--- config.mk ---
export PLATFORM = sky130hd
export DESIGN_NAME = searchable_fifo_with_removal_core
export DESIGN_NICKNAME = d
export VERILOG_FILES = /design/src/rtl/core/sfwr_pkg.sv /design/src/rtl/core/sfwr_cell.sv /design/src/rtl/core/searchable_fifo_with_removal_core.sv
export VERILOG_INCLUDE_DIRS = /design/src /design/src/rtl/core
export SDC_FILE = /design/constraint.sdc
export NUM_CORES = 2
export LEC_CHECK = 0
export BUFFER_PORTS_ARGS = -buffer_cell sky130_fd_sc_hd__buf_2
export CAP_MARGIN = 20
export CORE_MARGIN = 2
export CORE_UTILIZATION = 46
export CTS_CLUSTER_SIZE = 14
export DETAILED_ROUTE_END_ITERATION = 8
export RECOVER_POWER = 50
export SLEW_MARGIN = 5
export SYNTH_ARGS = -nofsm -noshare
export SYNTH_HDL_FRONTEND = slang
export SYNTH_SLANG_ARGS = --single-unit
export TNS_END_PERCENT = 30
--- constraint.sdc ---
create_clock -name i_clk -period 9.9 [get_ports i_clk]
set_input_delay 0.495 -clock i_clk [delete_from_list [all_inputs] [get_ports i_clk]]
set_output_delay 0.495 -clock i_clk [all_outputs]
set_load 0.03 [all_outputs]
--- src/rtl/core/assert_macros.svh ---
// ---------------------------------------------------------------------------
// Assertion macros
// Shared concurrent assertion wrappers for the core RTL.
// ---------------------------------------------------------------------------
`ifndef ASSERT_MACROS_SVH
`define ASSERT_MACROS_SVH

`ifndef ASSERT_OFF
`define ASSERT_IMPLIES(label, clk, rst_n, ante, cons) \
    label: assert property (@(posedge clk) disable iff (!(rst_n)) (ante) |-> (cons)) \
        else $error("assertion failed: same-cycle implication");
`define ASSERT_NEXT(label, clk, rst_n, ante, cons) \
    label: assert property (@(posedge clk) disable iff (!(rst_n)) (ante) |=> (cons)) \
        else $error("assertion failed: next-cycle implication");
`else
`define ASSERT_IMPLIES(label, clk, rst_n, ante, cons)
`define ASSERT_NEXT(label, clk, rst_n, ante, cons)
`endif

`endif

--- src/rtl/core/sfwr_pkg.sv ---
// ---------------------------------------------------------------------------
// Searchable FIFO package
// Shared constants, command codes and cell control type.
// ---------------------------------------------------------------------------
package sfwr_pkg;

    localparam int QUEUE_DEPTH_DEF = 16;
    localparam int TAG_BITS_DEF    = 32;
    localparam int STAMP_BITS_DEF  = 48;

    localparam int CAP_W = 5;
    localparam logic [CAP_W-1:0] CAP_RESET = 5'd16;

    localparam logic [2:0] CMD_PUSH   = 3'd0;
    localparam logic [2:0] CMD_POP    = 3'd1;
    localparam logic [2:0] CMD_SEARCH = 3'd2;
    localparam logic [2:0] CMD_REMOVE = 3'd3;
    localparam logic [2:0] CMD_READ   = 3'd4;

    typedef struct packed {
        logic load;
        logic shift;
    } t_cell_ctrl;

endpackage

--- src/rtl/core/sfwr_cell.sv ---
// ---------------------------------------------------------------------------
// Searchable FIFO cell
// Holds one entry, loads a pushed item or takes its neighbor's entry, and
// compares its tag with the search tag.
// ---------------------------------------------------------------------------
module sfwr_cell
    import sfwr_pkg::*;
#(
    parameter int TAG_BITS   = TAG_BITS_DEF,
    parameter int STAMP_BITS = STAMP_BITS_DEF
) (
    input  logic                  i_clk,
    input  t_cell_ctrl            i_ctrl,
    input  logic [TAG_BITS-1:0]   i_push_tag,
    input  logic [STAMP_BITS-1:0] i_push_stamp,
    input  logic [TAG_BITS-1:0]   i_next_tag,
    input  logic [STAMP_BITS-1:0] i_next_stamp,
    input  logic [TAG_BITS-1:0]   i_search_tag,
    output logic [TAG_BITS-1:0]   o_tag,
    output logic [STAMP_BITS-1:0] o_stamp,
    output logic                  o_match
);

    logic [TAG_BITS-1:0]   r_tag;
    logic [STAMP_BITS-1:0] r_stamp;

    always_ff @(posedge i_clk) begin
        if (i_ctrl.load) begin
            r_tag   <= i_push_tag;
            r_stamp <= i_push_stamp;
        end else if (i_ctrl.shift) begin
            r_tag   <= i_next_tag;
            r_stamp <= i_next_stamp;
        end
    end

    assign o_tag   = r_tag;
    assign o_stamp = r_stamp;
    assign o_match = (r_tag == i_search_tag);

endmodule

--- src/rtl/core/searchable_fifo_with_removal_core.sv ---
// ---------------------------------------------------------------------------
// Searchable FIFO with removal, core
// Ordered queue built as a chain of cells with push, pop, search, remove at
// position and stamp read; one command per cycle.
// ---------------------------------------------------------------------------
// The result strobe is registered and rises in the cycle after start is taken.
// Throughput: one item per cycle; busy stays low, since every cell of the
// chain compares combinationally and loads or shifts at the same clock edge.
// Reset (synchronous, active low) empties the queue, sets the capacity to
// 16 and clears the strobe; the receiver cannot stall results.
module searchable_fifo_with_removal_core
    import sfwr_pkg::*;
#(
    parameter int QUEUE_DEPTH = QUEUE_DEPTH_DEF,
    parameter int TAG_BITS    = TAG_BITS_DEF,
    parameter int STAMP_BITS  = STAMP_BITS_DEF
) (
    input  logic                  i_clk,
    input  logic                  i_rst_n,
    input  logic                  start,
    output logic                  busy,
    input  logic [2:0]            i_command,
    input  logic [TAG_BITS-1:0]   i_owner_tag,
    input  logic [STAMP_BITS-1:0] i_arrival_stamp,
    input  logic [3:0]            i_position,
    input  logic                  i_cfg_we,
    input  logic [CAP_W-1:0]      i_cfg_wdata,
    output logic                  o_valid,
    output logic                  o_done_ok,
    output logic [TAG_BITS-1:0]   o_tag_out,
    output logic [STAMP_BITS-1:0] o_stamp_out,
    output logic [3:0]            o_found_position,
    output logic [4:0]            o_entry_count,
    output logic                  o_is_empty,
    output logic                  o_is_full,
    output logic [STAMP_BITS-1:0] o_head_stamp
);

    `include "assert_macros.svh"

    localparam int COUNT_W = $clog2(QUEUE_DEPTH + 1);
    localparam int CMP_W   = (COUNT_W > CAP_W) ? COUNT_W : CAP_W;
    localparam logic [CMP_W-1:0] DEPTH_C = CMP_W'(QUEUE_DEPTH);

    logic [COUNT_W-1:0]    r_count, n_count;
    logic [CAP_W-1:0]      r_cap;
    logic                  r_valid;
    logic                  r_done_ok, n_done_ok;
    logic [TAG_BITS-1:0]   r_tag_out, n_tag_out;
    logic [STAMP_BITS-1:0] r_stamp_out, n_stamp_out;
    logic [3:0]            r_found, n_found;

    logic [TAG_BITS-1:0]   w_tag   [QUEUE_DEPTH];
    logic [STAMP_BITS-1:0] w_stamp [QUEUE_DEPTH];
    logic [QUEUE_DEPTH-1:0] w_match;
    t_cell_ctrl            w_ctrl  [QUEUE_DEPTH];

    logic                  w_accept;
    logic [CMP_W-1:0]      w_count;
    logic [CMP_W-1:0]      w_cap_eff;
    logic [CMP_W-1:0]      w_pos;
    logic [CMP_W-1:0]      w_rm_pos;
    logic                  w_push_ok;
    logic                  w_remove_ok;
    logic                  w_pos_ok;
    logic                  w_hit;
    logic [CMP_W-1:0]      w_hit_idx;
    logic [TAG_BITS-1:0]   w_sel_tag;
    logic [STAMP_BITS-1:0] w_sel_stamp;

    assign busy     = 1'b0;
    assign w_accept = start && !busy;
    assign w_count  = CMP_W'(r_count);
    assign w_pos    = CMP_W'(i_position);

    always_comb begin
        if (r_cap == '0) begin
            w_cap_eff = CMP_W'(1);
        end else if (CMP_W'(r_cap) > DEPTH_C) begin
            w_cap_eff = DEPTH_C;
        end else begin
            w_cap_eff = CMP_W'(r_cap);
        end
    end

    assign w_pos_ok  = (w_pos < w_count);
    assign w_push_ok = w_accept && (i_command == CMD_PUSH)
                       && (w_count < w_cap_eff) && (w_count < DEPTH_C);
    assign w_remove_ok = w_accept
                         && (((i_command == CMD_POP) && (w_count != '0))
                             || ((i_command == CMD_REMOVE) && w_pos_ok));
    assign w_rm_pos  = (i_command == CMD_POP) ? '0 : w_pos;

    always_comb begin
        w_hit     = 1'b0;
        w_hit_idx = '0;
        w_sel_tag   = '0;
        w_sel_stamp = '0;
        for (int i = QUEUE_DEPTH - 1; i >= 0; i--) begin
            if (w_match[i] && (CMP_W'(i) < w_count)) begin
                w_hit     = 1'b1;
                w_hit_idx = CMP_W'(i);
            end
        end
        for (int i = 0; i < QUEUE_DEPTH; i++) begin
            if (w_rm_pos == CMP_W'(i)) begin
                w_sel_tag   = w_tag[i];
                w_sel_stamp = w_stamp[i];
            end
        end
    end

    genvar g;
    generate
        for (g = 0; g < QUEUE_DEPTH; g++) begin : g_cell
            logic [TAG_BITS-1:0]   w_next_tag;
            logic [STAMP_BITS-1:0] w_next_stamp;

            if (g == QUEUE_DEPTH - 1) begin : g_last
                assign w_next_tag   = w_tag[g];
                assign w_next_stamp = w_stamp[g];
            end else begin : g_mid
                assign w_next_tag   = w_tag[g+1];
                assign w_next_stamp = w_stamp[g+1];
            end

            assign w_ctrl[g].load  = w_push_ok && (w_count == CMP_W'(g));
            assign w_ctrl[g].shift = w_remove_ok && (CMP_W'(g) >= w_rm_pos);

            sfwr_cell #(
                .TAG_BITS  (TAG_BITS),
                .STAMP_BITS(STAMP_BITS)
            ) u_cell (
                .i_clk       (i_clk),
                .i_ctrl      (w_ctrl[g]),
                .i_push_tag  (i_owner_tag),
                .i_push_stamp(i_arrival_stamp),
                .i_next_tag  (w_next_tag),
                .i_next_stamp(w_next_stamp),
                .i_search_tag(i_owner_tag),
                .o_tag       (w_tag[g]),
                .o_stamp     (w_stamp[g]),
                .o_match     (w_match[g])
            );
        end
    endgenerate

    always_comb begin
        n_count     = r_count;
        n_done_ok   = 1'b0;
        n_tag_out   = '0;
        n_stamp_out = '0;
        n_found     = '0;
        unique case (i_command) inside
            CMD_PUSH: begin
                if (w_push_ok) begin
                    n_count   = r_count + COUNT_W'(1);
                    n_done_ok = 1'b1;
                end
            end
            CMD_POP, CMD_REMOVE: begin
                if (w_remove_ok) begin
                    n_count     = r_count - COUNT_W'(1);
                    n_done_ok   = 1'b1;
                    n_tag_out   = w_sel_tag;
                    n_stamp_out = w_sel_stamp;
                end
            end
            CMD_SEARCH: begin
                if (w_hit) begin
                    n_done_ok = 1'b1;
                    n_found   = w_hit_idx[3:0];
                end
            end
            CMD_READ: begin
                if (w_pos_ok) begin
                    n_done_ok   = 1'b1;
                    n_stamp_out = w_sel_stamp;
                end
            end
            default: begin
            end
        endcase
    end

    always_ff @(posedge i_clk) begin
        if (!i_rst_n) begin
            r_count <= '0;
            r_cap   <= CAP_RESET;
            r_valid <= 1'b0;
        end else begin
            if (w_accept) begin
                r_count <= n_count;
            end
            if (i_cfg_we) begin
                r_cap <= i_cfg_wdata;
            end
            r_valid <= w_accept;
        end
    end

    always_ff @(posedge i_clk) begin
        if (w_accept) begin
            r_done_ok   <= n_done_ok;
            r_tag_out   <= n_tag_out;
            r_stamp_out <= n_stamp_out;
            r_found     <= n_found;
        end
    end

    assign o_valid          = r_valid;
    assign o_done_ok        = r_done_ok;
    assign o_tag_out        = r_tag_out;
    assign o_stamp_out      = r_stamp_out;
    assign o_found_position = r_found;
    assign o_entry_count    = 5'(r_count);
    assign o_is_empty       = (r_count == '0);
    assign o_is_full        = (w_count >= w_cap_eff);
    assign o_head_stamp     = (r_count == '0) ? '0 : w_stamp[0];

    `ASSERT_IMPLIES(a_count_range, i_clk, i_rst_n, 1'b1, w_count <= DEPTH_C)
    `ASSERT_NEXT(a_push_grows, i_clk, i_rst_n, w_push_ok, r_count == $past(r_count) + COUNT_W'(1))
    `ASSERT_NEXT(a_remove_shrinks, i_clk, i_rst_n, w_remove_ok, r_count == $past(r_count) - COUNT_W'(1))
    `ASSERT_IMPLIES(a_fail_no_change, i_clk, i_rst_n, r_valid && !r_done_ok, r_count == $past(r_count))

endmodule

Word level (Yosys, flattened, before mapping) --
Cells that the tools add are included.
Word-level totals: logic and storage cells 354, output and inout port bits 142, register bits 1376
Cells by class: add/subtract/negate cells 2, equal/unequal tests 52, mux-type cells 138, bitwise gates (word level) 2, magnitude comparators 36, reductions and logical operators 82
Operator list (count):
- $mux W48 | 49
- $mux W32 | 46
- $eq A32 B32 Y1 | 16
- $pmux W48 S2 | 1
- $logic_and A1 B1 Y1 | 53
- $eq A5 B4 Y1 const B | 8
- $lt A4 B5 Y1 const A | 8
- $mux W4 | 9
- $eq A4 B4 Y1 const B | 8
- $reduce_bool A2 Y1 | 16
- $ge A4 B4 Y1 const A | 7
- $mux W1 | 21
- $eq A5 B3 Y1 const B | 4
- $lt A3 B5 Y1 const A | 4
- $mux W5 | 4
- $eq A4 B3 Y1 const B | 4
- $ge A3 B4 Y1 const A | 4
- $logic_not A5 Y1 | 3
- $mux W3 | 4
- $eq A5 B2 Y1 const B | 2
- $lt A1 B5 Y1 const A | 2
- $lt A2 B5 Y1 const A | 2
- $pmux W5 S2 | 1
- $reduce_or A10 Y1 | 1
- 28 further kinds | 35

Depth between registers and ports, before layout --
depth after elaboration 21, gate-level depth with buffers 16, gate-level depth less buffers 14

Hierarchy --
Synthesis repeated with hierarchy kept, for this count alone.
Unflattened totals: cells, all modules 5608, area total of the unflattened synthesis 76379.5 um^2
By module, submodules not included:
- sfwr_cell | area each 3753.6 um^2, cells each 213, sequential area each 2402.3 um^2, instances 16
- searchable_fifo_with_removal_core | area each 16321.9 um^2, cells each 2200, sequential area each 2772.7 um^2, instances 1

Worst setup path before layout --
OpenSTA, ideal clock, no wires.
path kind input-to-reg, start point input i_position[3], end point register g_cell[8].u_cell.r_stamp[0] (enable), stages 10, path slack 1.463 ns, buffers on the path 5, data required time 9.271 ns, setup time 0.629 ns, arrival time 7.808 ns, cells stage by stage clkbuf_1 > nand2_1 > or2_1 > buf_2 > nor2_1 > clkbuf_1 > buf_2 > buf_1 > nor2_1 > o21ai_0
Between the ends: longest elaborated chain between the ends 6
Ends and longest elaborated chain:
- start: declaration | line searchable_fifo_with_removal_core.sv:25 | input logic [3:0] i_position,
- $lt A4 B5 Y1 | line searchable_fifo_with_removal_core.sv:86 | assign w_pos_ok = (w_pos < w_count);
- $logic_and A1 B1 Y1 | line searchable_fifo_with_removal_core.sv:91 | || ((i_command == CMD_REMOVE) && w_pos_ok));
- $logic_or A1 B1 Y1 | line searchable_fifo_with_removal_core.sv:91
- $logic_and A1 B1 Y1 | line searchable_fifo_with_removal_core.sv:90 | && (((i_command == CMD_POP) && (w_count != '0))
- $logic_and A1 B1 Y1 (*) | line searchable_fifo_with_removal_core.sv:128 | assign w_ctrl[g].shift = w_remove_ok && (CMP_W'(g) >= w_rm_pos);
- $reduce_bool A2 Y1 (no line) (*)
- end signal: assignment | line sfwr_cell.sv:30 | r_stamp <= i_push_stamp;
- end signal: assignment | line sfwr_cell.sv:33 | r_stamp <= i_next_stamp;
- end: declaration | line sfwr_cell.sv:25 | logic [STAMP_BITS-1:0] r_stamp;
Mark *: on every way between the ends. The rest lies on a longest branch, timed or not. A chain may end at the register's enable or synchronous reset.

Worst setup path in the final report --
start point register r_count[4], in the netlist o_entry_count[4], end point register g_cell[5].u_cell.r_stamp[16] (enable)
Between the ends: longest elaborated chain between the ends 6
Ends and longest elaborated chain:
- start: declaration | line searchable_fifo_with_removal_core.sv:45 | logic [COUNT_W-1:0] r_count, n_count;
- start signal: assignment | line searchable_fifo_with_removal_core.sv:193 | r_count <= n_count;
- $lt A4 B5 Y1 / $reduce_bool A5 Y1 (equally long branches) | line searchable_fifo_with_removal_core.sv:86, searchable_fifo_with_removal_core.sv:90
- $logic_and A1 B1 Y1, on equally long branches | line searchable_fifo_with_removal_core.sv:91, searchable_fifo_with_removal_core.sv:90
- $logic_or A1 B1 Y1 | line searchable_fifo_with_removal_core.sv:91
- $logic_and A1 B1 Y1 | line searchable_fifo_with_removal_core.sv:90
- $logic_and A1 B1 Y1 | line searchable_fifo_with_removal_core.sv:128
- $reduce_bool A2 Y1 (no line) (*)
- end signal: assignment | line sfwr_cell.sv:30
- end signal: assignment | line sfwr_cell.sv:33
- end: declaration | line sfwr_cell.sv:25
Marks and branches as above.

==> results.ini <==
[drt]
avgViaCountPerCell = 6.65
ant_nets = 0
drt-initial-drc-count = 6660
wl_per_cell_um = 36.0
routed_wirelength_um = 273000
dr_total_vias = 50300
firstDrtPassIters = 9
drc = 0

[status]
status = complete, but fails checks
violations = max-capacitance violations, max-slew violations

[power_and_ir_drop]
ir_worst_vdd_mv = 0.184
p_per_area_nw_per_um2 = 169
p_leak_nw = 25.7

[worst_setup_path]
r2r_setup_slack_ps = 2360
worstPathArrival_ps = 7960
crit_path_frequent_cell = clkbuf_1
cp-start-kind = flop
crit_chain = clkbuf_1 -> ha_1 -> a21oi_1 -> and4_1 -> clkbuf_1 -> nand3_1 -> o21ai_0 -> buf_4
cp_max_fo = 50
critical_path.max_stage_delay_ps = 2260
endpoint_kind = flop
cp_slowest_cell = nand3_1
cp.required_ps = 10320
worstSetupPathType = reg2reg

[yosys]
synth_edf_count = 1365
yosysTopAreaCellShare = 0.570
avgSynthCellArea_um2 = 13.4
ys_ff_latch = 1376
yosysSeqAreaShare = 0.573
synth_area_leaders = edfxtp_1 57%, mux2_2 18%, xnor2_1 3.4%, xor2_1 2.9%, clkbuf_1 1.9%
synth_flop_cell = edfxtp_1
netlist_area_um2 = 71900
synth_top_area_cell = edfxtp_1
netlist_instances = 5350
async_flop_share = 0
synthesis.nets = 5459
yosys_warnings = 0
ys_types = 66

[sta]
final.setup_skew_ps = 49.7
worst_pin_slew_ps = 4100
hold_viol_final = 0
fin_ws_ps = 2360
rsz0062_at_grt = false
slew_violations = 1901
maxSlewHeadroom = -1.73
final.setup.tns_ps = 0
timing.hold.ws_ps = 79.5
period_minus_slack_ps = 7540
finalSetupViolations = 0
fmax_mhz = 133
fin_crit_sh = 0.761

[floorplan]
num_rows = 145
die-area_um2 = 160000
io_pins = 238
dieHeight_um = 399
dieWidth_um = 399
core_um2 = 156000
initial_core_util = 0.462

[hold_path]
min_path_type = in2reg

[placed_design]
routabilityCongestion = 0.975
dp_hpwl_um = 174000
place_area_um2 = 75200
post-place-ws_ps = 4690
io_buffers = 236
place_inst = 7273

[grt]
grt-ovfl-total = 0
track_usage = 0.336
grt_pass1_wl_um = 378000
antenna_found_initial = 17
grt_pass1_vias = 48700
grt_max_degree = 75

[finish]
drive_above_1_share = 0.286
final_common_cell = edfxtp_1
postLayoutCellArea_um2 = 79700
synthToLayoutAreaGrowth_pct = 10.8
nets = 5491
most-common-layout-cells = 1365 x edfxtp_1, 1159 x mux2_2, 279 x xnor2_1
stdcell_count = 7566

[clock_tree]
clk_pin_slew_ps = 60
cts_sinks = 1376
cts_buffers = 156
cts_buffer_depth = 3
cts_tree = built
clockRootBuffer = clkbuf_16
h-tree-depth = 4
clkLatencyLatePin_ps = 830

[run]
max_cap_violations = 59

==> through the flow <==
| step | utilization | power, mW |
|---|---|---|
| 6_report | 0.511 | 13.5 |
| 5_1_grt | 0.511 | 13.8 |
| 4_1_cts | 0.515 | 13.5 |
| 3_5_place_dp | 0.482 | 7.77 |
| 3_3_place_gp | 0.482 | 7.77 |
| 2_1_floorplan | - | 7.29 |
==> final timing paths <==
kind / start / to / cells after the start
max: o_entry_count[4] / g_cell[5].u_cell.o_stamp[16] / 8
min: i_cfg_we / r_cap[3] / 3
max reg2reg: o_entry_count[4] / g_cell[5].u_cell.o_stamp[16] / 8
min reg2reg: r_cap[0] / r_cap[0] / 2
==> registers in the layout (all words and copies together) (netlist names) <==
name / flops
o_found_position: 4
o_tag_out: 32
o_stamp_out: 48
o_valid: 1
o_entry_count: 5
g_cell.u_cell.o_tag: 512
o_done_ok: 1
g_cell.u_cell.o_stamp: 768
r_cap: 5
==> cell families (layout without fill, tap and decap cells) <==
| family | Yosys count | count (layout) | synth area share |
|---|---|---|---|
| compound gates | 914 | 914 | 0.0841 |
| buf+inv | 516 | 672 | 0.0292 |
| simple gates | 743 | 743 | 0.0507 |
| fa+ha+maj | 13 | 13 | 0.00226 |
| other cells | 1 | 3 | 0.0000521 |
| flops | 1376 | 1376 | 0.573 |
| xor+xnor | 516 | 516 | 0.0628 |
| mux | 1271 | 1271 | 0.198 |
==> Yosys cell counts (99+ instances only) <==
| master | instances |
|---|---|
| a21oi_1 | 243 |
| a221oi_1 | 128 |
| a22oi_1 | 109 |
| buf_2 | 104 |
| clkbuf_1 | 369 |
| edfxtp_1 | 1365 |
| mux2_2 | 1167 |
| nand2_1 | 165 |
| nand4_1 | 99 |
| nor2_1 | 209 |
| o21ai_0 | 171 |
| xnor2_1 | 279 |
| xor2_1 | 237 |
==> where the power goes <==
group | internal [mW] | switching, mW
Combinational | 0.311 | 0.821
Clock | 3.24 | 2.55
Sequential | 6.46 | 0.0720
==> layout make-up <==
cell class                      count  area [um^2]
Inverter                           13         48.8
Fill cell                       13500        76100
Clock inverter                     86          865
Antenna cell                        2         5.00
Tap cell                         2058         2570
Sequential cell                  1376        41200
Multi-Input combinational cell   3458        29000
Timing Repair Buffer              377         1940
Clock buffer                      196         4100
==> critical path: cells and delay by family (launching register included) <==
kind / cells / cell delay (ps)
AOI/OAI and AO/OA: 2 / 1180
adders and majority gates: 1 / 430
buffers and inverters: 3 / 2600
DFF: 1 / 300
and+or+nand+nor: 2 / 2480
==> metal layers <==
metal | track usage | share of wire | up-vias
li1 | - | - | 20700
met4 | 0.185 | 0.064 | 20
met1 | 0.446 | 0.39 | 25800
met2 | 0.511 | 0.45 | 3124
met5 | 0 | 0.00052 | -
met3 | 0.0731 | 0.099 | 717
==> repair_timing <==
| item | in CTS | in global routing |
|---|---|---|
| endpoints found under the setup margin | 0 | 0 |
| hold buffers | 8 | 0 |
| endpoints found under the hold margin | 6 | 0 |
| gates resized for setup | 0 | 0 |
| buffers inserted | 0 | 0 |
(Power assumes the default switching activity.)
